$ cat src/hdl/jsu_pkg.sv
`timescale 1ns / 1ps

package jsu_pkg;

    localparam int CODE_UNIT_BITS = 16;
    localparam int UNIT_W = 16;
    localparam logic [UNIT_W-1:0] UNIT_MASK = UNIT_W'((64'd1 << CODE_UNIT_BITS) - 64'd1);

    localparam int QDEPTH = 4;
    localparam int QPTR_W = $clog2(QDEPTH);
    localparam int QLVL_W = $clog2(QDEPTH + 1);

    localparam logic [UNIT_W-1:0] CH_QUOTE = UNIT_W'(34);
    localparam logic [UNIT_W-1:0] CH_BSLASH = UNIT_W'(92);
    localparam logic [UNIT_W-1:0] CH_SLASH = UNIT_W'(47);
    localparam logic [UNIT_W-1:0] CH_N = UNIT_W'(110);
    localparam logic [UNIT_W-1:0] CH_T = UNIT_W'(116);
    localparam logic [UNIT_W-1:0] CH_R = UNIT_W'(114);
    localparam logic [UNIT_W-1:0] CH_B = UNIT_W'(98);
    localparam logic [UNIT_W-1:0] CH_F = UNIT_W'(102);
    localparam logic [UNIT_W-1:0] CH_U = UNIT_W'(117);
    localparam logic [UNIT_W-1:0] CH_LF = UNIT_W'(10);
    localparam logic [UNIT_W-1:0] CH_TAB = UNIT_W'(9);
    localparam logic [UNIT_W-1:0] CH_CR = UNIT_W'(13);
    localparam logic [UNIT_W-1:0] CH_BS = UNIT_W'(8);
    localparam logic [UNIT_W-1:0] CH_FF = UNIT_W'(12);
    localparam logic [UNIT_W-1:0] CH_0 = UNIT_W'(48);
    localparam logic [UNIT_W-1:0] CH_9 = UNIT_W'(57);
    localparam logic [UNIT_W-1:0] CH_LA = UNIT_W'(97);
    localparam logic [UNIT_W-1:0] CH_LF_HEX = UNIT_W'(102);
    localparam logic [UNIT_W-1:0] CH_UA = UNIT_W'(65);
    localparam logic [UNIT_W-1:0] CH_UF = UNIT_W'(70);

    typedef enum logic [2:0] {
        ST_CHAR       = 3'd0,
        ST_END        = 3'd1,
        ST_EXPECTED   = 3'd2,
        ST_UNTERM     = 3'd3,
        ST_UNTERM_ESC = 3'd4,
        ST_BAD_U      = 3'd5,
        ST_BAD_ESC    = 3'd6
    } status_t;

    typedef enum logic [4:0] {
        MODE_IDLE  = 5'b00001,
        MODE_BODY  = 5'b00010,
        MODE_ESC   = 5'b00100,
        MODE_HEX   = 5'b01000,
        MODE_DRAIN = 5'b10000
    } mode_t;

    typedef struct packed {
        logic [UNIT_W-1:0] unit;
        status_t           status;
        logic              two;
    } job_t;

    typedef struct packed {
        logic valid;
        job_t job;
    } push_t;

    typedef struct packed {
        logic full;
        logic empty;
        logic [QLVL_W-1:0] level;
    } qstat_t;

    typedef struct packed {
        logic       ok;
        logic [3:0] value;
    } hex_t;

    function automatic hex_t hex_value(input logic [UNIT_W-1:0] u);
        hex_t r;
        r.ok = 1'b1;
        r.value = 4'd0;
        if (u >= CH_0 && u <= CH_9)
        begin
            r.value = 4'(u - CH_0);
        end
        else if (u >= CH_LA && u <= CH_LF_HEX)
        begin
            r.value = 4'(u - CH_LA + UNIT_W'(10));
        end
        else if (u >= CH_UA && u <= CH_UF)
        begin
            r.value = 4'(u - CH_UA + UNIT_W'(10));
        end
        else
        begin
            r.ok = 1'b0;
        end
        return r;
    endfunction

endpackage

$ cat src/hdl/jsu_front.sv
`timescale 1ns / 1ps

module jsu_front
(
    input  logic                    clk,
    input  logic                    rst_n,
    input  logic                    accept,
    input  logic [jsu_pkg::UNIT_W-1:0] code_unit,
    input  logic                    last_unit,
    output jsu_pkg::push_t          push
);
    import jsu_pkg::*;

    mode_t             mode_reg, mode_next;
    logic [1:0]        cnt_reg, cnt_next;
    logic [UNIT_W-1:0] acc_reg, acc_next;
    logic [UNIT_W-1:0] u;
    hex_t              hv;
    push_t             p;

    assign u = code_unit & UNIT_MASK;
    assign hv = hex_value(u);

    always_comb
    begin
        mode_next = mode_reg;
        cnt_next = cnt_reg;
        acc_next = acc_reg;
        p.valid = 1'b0;
        p.job.unit = '0;
        p.job.status = ST_CHAR;
        p.job.two = 1'b0;
        case (mode_reg)
            MODE_BODY:
            begin
                if (u == CH_QUOTE)
                begin
                    mode_next = MODE_IDLE;
                    p.valid = 1'b1;
                    p.job.status = ST_END;
                end
                else if (u == CH_BSLASH)
                begin
                    if (last_unit)
                    begin
                        mode_next = MODE_IDLE;
                        p.valid = 1'b1;
                        p.job.status = ST_UNTERM_ESC;
                    end
                    else
                    begin
                        mode_next = MODE_ESC;
                    end
                end
                else
                begin
                    p.valid = 1'b1;
                    p.job.unit = u;
                    p.job.two = last_unit;
                    mode_next = last_unit ? MODE_IDLE : MODE_BODY;
                end
            end
            MODE_ESC:
            begin
                p.valid = 1'b1;
                p.job.two = last_unit;
                mode_next = last_unit ? MODE_IDLE : MODE_BODY;
                case (u)
                    CH_QUOTE:  p.job.unit = CH_QUOTE;
                    CH_BSLASH: p.job.unit = CH_BSLASH;
                    CH_SLASH:  p.job.unit = CH_SLASH;
                    CH_N:      p.job.unit = CH_LF;
                    CH_T:      p.job.unit = CH_TAB;
                    CH_R:      p.job.unit = CH_CR;
                    CH_B:      p.job.unit = CH_BS;
                    CH_F:      p.job.unit = CH_FF;
                    CH_U:
                    begin
                        p.job.two = 1'b0;
                        if (last_unit)
                        begin
                            p.job.status = ST_BAD_U;
                        end
                        else
                        begin
                            p.valid = 1'b0;
                            cnt_next = 2'd0;
                            acc_next = '0;
                            mode_next = MODE_HEX;
                        end
                    end
                    default:
                    begin
                        p.job.two = 1'b0;
                        p.job.status = ST_BAD_ESC;
                        mode_next = last_unit ? MODE_IDLE : MODE_DRAIN;
                    end
                endcase
            end
            MODE_HEX:
            begin
                if (!hv.ok)
                begin
                    p.valid = 1'b1;
                    p.job.status = ST_BAD_U;
                    mode_next = last_unit ? MODE_IDLE : MODE_DRAIN;
                end
                else
                begin
                    acc_next = {acc_reg[UNIT_W-5:0], hv.value};
                    if (cnt_reg == 2'd3)
                    begin
                        cnt_next = 2'd0;
                        p.valid = 1'b1;
                        p.job.unit = acc_next;
                        p.job.two = last_unit;
                        mode_next = last_unit ? MODE_IDLE : MODE_BODY;
                    end
                    else
                    begin
                        cnt_next = cnt_reg + 2'd1;
                        if (last_unit)
                        begin
                            p.valid = 1'b1;
                            p.job.status = ST_BAD_U;
                            mode_next = MODE_IDLE;
                        end
                    end
                end
            end
            MODE_DRAIN:
            begin
                if (last_unit)
                begin
                    mode_next = MODE_IDLE;
                end
            end
            default:
            begin
                if (u == CH_QUOTE)
                begin
                    if (last_unit)
                    begin
                        mode_next = MODE_IDLE;
                        p.valid = 1'b1;
                        p.job.status = ST_UNTERM;
                    end
                    else
                    begin
                        mode_next = MODE_BODY;
                    end
                end
                else
                begin
                    p.valid = 1'b1;
                    p.job.status = ST_EXPECTED;
                    mode_next = last_unit ? MODE_IDLE : MODE_DRAIN;
                end
            end
        endcase
    end

    assign push.valid = accept && p.valid;
    assign push.job = p.job;

    always_ff @(posedge clk or negedge rst_n)
    begin
        if (!rst_n)
        begin
            mode_reg <= MODE_IDLE;
            cnt_reg <= 2'd0;
            acc_reg <= '0;
        end
        else if (accept)
        begin
            mode_reg <= mode_next;
            cnt_reg <= cnt_next;
            acc_reg <= acc_next;
        end
    end

endmodule

$ cat src/hdl/jsu_queue.sv
`timescale 1ns / 1ps

module jsu_queue
(
    input  logic           clk,
    input  logic           rst_n,
    input  jsu_pkg::push_t push,
    input  logic           pop,
    output jsu_pkg::job_t  head,
    output jsu_pkg::qstat_t stat
);
    import jsu_pkg::*;

    job_t              mem [QDEPTH];
    logic [QPTR_W-1:0] wr_reg, wr_next;
    logic [QPTR_W-1:0] rd_reg, rd_next;
    logic [QLVL_W-1:0] lvl_reg, lvl_next;
    logic              do_push, do_pop;

    assign do_push = push.valid && (lvl_reg != QLVL_W'(QDEPTH));
    assign do_pop = pop && (lvl_reg != '0);

    always_comb
    begin
        wr_next = wr_reg;
        rd_next = rd_reg;
        lvl_next = lvl_reg;
        if (do_push)
        begin
            wr_next = (wr_reg == QPTR_W'(QDEPTH - 1)) ? '0 : wr_reg + 1'b1;
        end
        if (do_pop)
        begin
            rd_next = (rd_reg == QPTR_W'(QDEPTH - 1)) ? '0 : rd_reg + 1'b1;
        end
        if (do_push && !do_pop)
        begin
            lvl_next = lvl_reg + 1'b1;
        end
        else if (do_pop && !do_push)
        begin
            lvl_next = lvl_reg - 1'b1;
        end
    end

    always_ff @(posedge clk)
    begin
        if (do_push)
        begin
            mem[wr_reg] <= push.job;
        end
    end

    always_ff @(posedge clk or negedge rst_n)
    begin
        if (!rst_n)
        begin
            wr_reg <= '0;
            rd_reg <= '0;
            lvl_reg <= '0;
        end
        else
        begin
            wr_reg <= wr_next;
            rd_reg <= rd_next;
            lvl_reg <= lvl_next;
        end
    end

    assign head = mem[rd_reg];
    assign stat.full = (lvl_reg == QLVL_W'(QDEPTH));
    assign stat.empty = (lvl_reg == '0);
    assign stat.level = lvl_reg;

endmodule

$ cat src/hdl/jsu_back.sv
`timescale 1ns / 1ps

module jsu_back
(
    input  logic                       clk,
    input  logic                       rst_n,
    input  jsu_pkg::job_t              head,
    input  logic                       empty,
    output logic                       pop,
    output logic                       m_tvalid,
    input  logic                       m_tready,
    output logic [jsu_pkg::UNIT_W-1:0] m_tdata,
    output logic [2:0]                 m_tuser,
    output logic                       m_tlast
);
    import jsu_pkg::*;

    logic              valid_reg, valid_next;
    logic              second_reg, second_next;
    logic [UNIT_W-1:0] data_reg, data_next;
    status_t           status_reg, status_next;
    logic              last_reg, last_next;
    logic              load;

    assign load = !valid_reg || m_tready;

    always_comb
    begin
        valid_next = valid_reg;
        second_next = second_reg;
        data_next = data_reg;
        status_next = status_reg;
        last_next = last_reg;
        pop = 1'b0;
        if (load)
        begin
            if (second_reg)
            begin
                valid_next = 1'b1;
                second_next = 1'b0;
                data_next = '0;
                status_next = ST_UNTERM;
                last_next = 1'b1;
            end
            else if (!empty)
            begin
                pop = 1'b1;
                valid_next = 1'b1;
                second_next = head.two;
                data_next = (head.status == ST_CHAR) ? head.unit : '0;
                status_next = head.status;
                last_next = !head.two;
            end
            else
            begin
                valid_next = 1'b0;
            end
        end
    end

    always_ff @(posedge clk or negedge rst_n)
    begin
        if (!rst_n)
        begin
            valid_reg <= 1'b0;
            second_reg <= 1'b0;
        end
        else
        begin
            valid_reg <= valid_next;
            second_reg <= second_next;
        end
    end

    always_ff @(posedge clk)
    begin
        data_reg <= data_next;
        status_reg <= status_next;
        last_reg <= last_next;
    end

    assign m_tvalid = valid_reg;
    assign m_tdata = data_reg;
    assign m_tuser = status_reg;
    assign m_tlast = last_reg;

endmodule

$ cat src/hdl/json_string_unescape_top.sv
// path: a result passes through the queue and output register to the master
// throughput: one input beat per cycle unless the queue is full; a two-result
//   beat is absorbed by a four-entry queue between front and back
// reset: rst_n asynchronous active low, decoder returns to waiting for a quote,
//   queue and output register empty
`timescale 1ns / 1ps

module json_string_unescape_top
(
    input  logic        clk,
    input  logic        rst_n,
    input  logic        s_tvalid,
    output logic        s_tready,
    input  logic [15:0] s_tdata,   // code_unit
    input  logic        s_tlast,
    output logic        m_tvalid,
    input  logic        m_tready,
    output logic [15:0] m_tdata,   // decoded_unit
    output logic [2:0]  m_tuser,   // status
    output logic        m_tlast
);
    import jsu_pkg::*;

    logic   accept;
    push_t  push;
    job_t   head;
    qstat_t stat;
    logic   pop;

    assign s_tready = !stat.full;
    assign accept = s_tvalid && s_tready;

    jsu_front u_front
    (
        .clk       (clk),
        .rst_n     (rst_n),
        .accept    (accept),
        .code_unit (s_tdata),
        .last_unit (s_tlast),
        .push      (push)
    );

    jsu_queue u_queue
    (
        .clk   (clk),
        .rst_n (rst_n),
        .push  (push),
        .pop   (pop),
        .head  (head),
        .stat  (stat)
    );

    jsu_back u_back
    (
        .clk      (clk),
        .rst_n    (rst_n),
        .head     (head),
        .empty    (stat.empty),
        .pop      (pop),
        .m_tvalid (m_tvalid),
        .m_tready (m_tready),
        .m_tdata  (m_tdata),
        .m_tuser  (m_tuser),
        .m_tlast  (m_tlast)
    );

    a_level_bound: assert property (@(posedge clk) disable iff (!rst_n)
        stat.level <= QLVL_W'(QDEPTH))
        else $error("queue level beyond depth");

    a_error_zero_data: assert property (@(posedge clk) disable iff (!rst_n)
        m_tvalid && (m_tuser != ST_CHAR) |-> m_tdata == '0)
        else $error("nonzero data on status beat");

    a_first_is_char: assert property (@(posedge clk) disable iff (!rst_n)
        m_tvalid && !m_tlast |-> m_tuser == ST_CHAR)
        else $error("non-final beat is not a character");

    a_second_unterm: assert property (@(posedge clk) disable iff (!rst_n)
        m_tvalid && m_tready && !m_tlast |=> m_tvalid && m_tlast && (m_tuser == ST_UNTERM))
        else $error("character not followed by unterminated status");

endmodule
$ cat config.mk
export PLATFORM = sky130hd
export DESIGN_NAME = json_string_unescape_top
export DESIGN_NICKNAME = d
export VERILOG_FILES = /design/src/hdl/jsu_pkg.sv /design/src/hdl/jsu_front.sv /design/src/hdl/jsu_queue.sv /design/src/hdl/jsu_back.sv /design/src/hdl/json_string_unescape_top.sv
export SDC_FILE = /design/constraint.sdc
export NUM_CORES = 1
export LEC_CHECK = 0
export ABC_AREA = 0
export BUFFER_PORTS_ARGS = -buffer_cell sky130_fd_sc_hd__buf_2
export CORE_UTILIZATION = 55
export DETAILED_ROUTE_END_ITERATION = 16
export HOLD_SLACK_MARGIN = 0.1
export PLACE_DENSITY = 0.74
export SLEW_MARGIN = 10
export SYNTH_ARGS = -nofsm -noshare
export SYNTH_HDL_FRONTEND = slang
export SYNTH_SLANG_ARGS = --single-unit
$ cat constraint.sdc
create_clock -name clk -period 3.2 [get_ports clk]
set_input_delay 0.64 -clock clk [delete_from_list [all_inputs] [get_ports clk]]
set_output_delay 0.64 -clock clk [all_outputs]
set_load 0.02 [all_outputs]
==> flow_summary_export.csv <==
group,metric,value,unit
global_route,grt_max_degree,29,
cts,root_buffer,"clkbuf_8",
synth,yosys.area_share.simple,0.1243,
synth,synthArstFlopShare,0.2188,
placement,place.gp.congestion,0.8954,
sta,finClkSkew,10.78,ps
layout,num_antenna_cells,0,
synth,synth-seq-cells,128,
route,routed_wl,13.16,mm
global_route,grtUsageTotal,0.2577,
placement,dp.cells,626,
worst_setup_path,end_kind,"flip-flop",
floorplan,pin_count,43,
worst_setup_path,critPathLaunchType,"primary input",
floorplan,die-area,11200,µm²
synth,synthAdderAreaFrac,0.02660,
placement,dp_hpwl,8.934,mm
worst_setup_path,slowest_stage,"fa_1",
cts,cts_setup_buffers,0,
synth,synth_xor_area_frac,0.01034,
sta,fin_crit,2850,ps
layout,layout.nets,542,
worst_setup_path,cp_data_required_time,3630,ps
cts,ctsLongestPathBuffers,2,
layout,syn_to_final_growth,21.83,%
placement,place_area,6700,µm²
route,firstDrtPassIters,4,
cts,hold_buffers,0,
cts,clkTransAtPathRegs,60,ps
pwr,powerDensity,780.6,nW/µm²
pwr,p_leak,2.774,nW
route,vias,3936,
synth,synthFlopType,"edfxtp_1",
global_route,antenna_found_initial,0,
floorplan,die_y,105.8,µm
sta,relSlewSlack,0.5747,
synth,synth_edf_count,100,
global_route,first_global_vias,4047,
pwr,irDropWorstVdd,0.3764,mV
route,antenna_left,0,
sta,hold_viol_final,0,
route,viasPerCell,5.982,
worst_setup_path,cp_max_fo,2,
status,status,"completed",
cts,htreeDepth,4,
synth,synthDistinctLibCells,70,
cts,cts_buffers,17,
sta,setup_viol,0,
sta,drv_slew,0,
cts,clkSinkCount,128,
synth,synth_compound_area_frac,0.1024,
worst_setup_path,cp.arrival,3280,ps
worst_setup_path,critPathKind,"primary input to flip-flop",
layout,layout-drive-gt1-share,0.3103,
route,drc_errors,0,
synth,synth_area,5927,µm²
layout,layout_commonest_cell,"edfxtp_1",
synth,synth_cells,413,
worst_hold_path,worstHoldPathType,"primary input to async pin",
cts,cts_resized,0,
sta,worst_pin_slew,637.9,ps
floorplan,core-area,10370,µm²
global_route,overflow,0,
route,drtIter0Drc,296,
sta,rsz0062_at_grt,"no",
sta,post-route-period-util,0.8906,
cts,cts_tree,"done",
layout,largest_reg_flops,80,
flow_run,cap_violations,0,
layout,fin_area,7221,µm²
layout,layout.cells.non_filler,658,
sta,max_freq,350.9,MHz
route,detail_route.wl_per_cell,20.00,µm
synth,syn_area_per_cell,14.35,µm²
floorplan,initial_utilization,0.5715,
floorplan,dieWidth,105.8,µm
synth,ys_seq_area_frac,0.6251,
synth,yosysWarnings,0,
layout,layout_common_cells,"edfxtp_1 (100), buf_4 (46), buf_2 (42)",
global_route,grt_pass1_wl,21.13,mm
synth,synthMuxAreaShare,0.09225,
worst_setup_path,reg2reg_depth,12,
worst_setup_path,crit_path_cell_trace,"buf_2 > buf_4 > nor4_1 > buf_4 > nand2_1 > nor3_2 > o211ai_4 > nor3b_2 > o22ai_2 > ha_2 > inv_1 > fa_1 > xor2_1 > nor2_1 > xor2_1",
cts,insertion_delay,500,ps
synth,synthesis.nets,446,
worst_setup_path,critPathMaxStageDelay,370,ps
floorplan,rows,37,
synth,synth_top_family_by_area,"simple AND/OR/NAND/NOR gates",
placement,portBuffers,42,
-- cells by family after synthesis --
logic type	after synthesis
DFF	128
adders and majority gates	12
and+or+nand+nor	129
AOI/OAI and AO/OA	83
xor gates and xnor gates	7
buffers and inverters	26
muxes	28
-- final timing paths --
path	endpoint	slack [ps]	start
max	u_queue.lvl_reg[2]	350	s_tdata[15]
min	u_back.second_reg	150	rst_n
max reg2reg	u_queue.lvl_reg[2]	500	u_front.mode_reg[2]
min reg2reg	u_front.acc_reg[11]	520	u_front.acc_reg[11]
max in group asynchronous	u_front.acc_reg[2]	2630	rst_n
min in group clk	u_back.m_tvalid	470	m_tready
-- synthesized netlist by cell type, types with 3 or more instances --
cell / instances / share of area
inv_1: 10 / 0.0063
xnor2_1: 4 / 0.0059
and3_1: 3 / 0.0032
nand3_1: 6 / 0.0051
ha_1: 11 / 0.023
mux4_2: 20 / 0.076
nand2_1: 24 / 0.015
mux2_2: 3 / 0.0057
a21o_1: 5 / 0.0063
buf_1: 3 / 0.0019
and2_1: 9 / 0.0095
nor4_1: 5 / 0.0053
nor2_1: 22 / 0.014
a21oi_1: 20 / 0.017
nand4_1: 3 / 0.0032
a22o_1: 21 / 0.031
dfrtp_1: 27 / 0.11
xor2_1: 3 / 0.0044
nor2b_1: 21 / 0.022
a31oi_1: 5 / 0.0053
clkbuf_1: 6 / 0.0038
buf_2: 6 / 0.0051
o21ai_0: 8 / 0.0068
edfxtp_1: 100 / 0.51
nor3_1: 9 / 0.0076
nand2b_1: 4 / 0.0042
-- worst max-delay path, delay by kind of cell --
family	cells	cell delay [ps]
AOI/OAI and AO/OA	2	320
xor gates and xnor gates	2	300
adders and majority gates	2	570
buffers and inverters	4	470
and+or+nand+nor	5	990
-- layout make-up --
type,count,area (µm²)
well taps,136,170.2
clock buffers,21,429.2
flip-flops and latches,128,3705
multi-input cells,259,2132
fillers,694,3149
inverters,10,37.54
clock inverters,11,91.34
repair buffers,93,655.6
-- per-stage QoR --
step	power [mW]	hold WS (ps)	setup WS, ps	TNS [ps]	utilization
after floorplan	3.475	344.4	-0.7125	-0.7125	-
after global placement	3.926	495.9	-160.7	-272.6	0.6461
after detailed placement	3.997	504.3	-171.8	-305.3	0.6461
after CTS	5.685	156.8	340.8	0	0.6963
after global routing	5.907	179.3	162.6	0	0.6963
final	5.636	146.4	349.9	0	0.6963
-- power breakdown --
group          switching [mW]  internal [mW]
clock                   0.653           1.02
sequential              0.183           2.25
combinational           0.817          0.716
total                    1.65           3.98
-- layer usage --
metal | vias to the layer above | global-route usage | wire (µm) | part of all wire
li1 | 1798 | - | - | -
met1 | 2002 | 0.3283 | 5471 | 0.42
met2 | 120 | 0.4300 | 6888 | 0.52
met3 | 16 | 0.05999 | 537 | 0.041
met4 | 0 | 0.09921 | 260 | 0.020
met5 | - | 0 | 0 | 0
No activity file was read; power rests on OpenSTA's default activity.
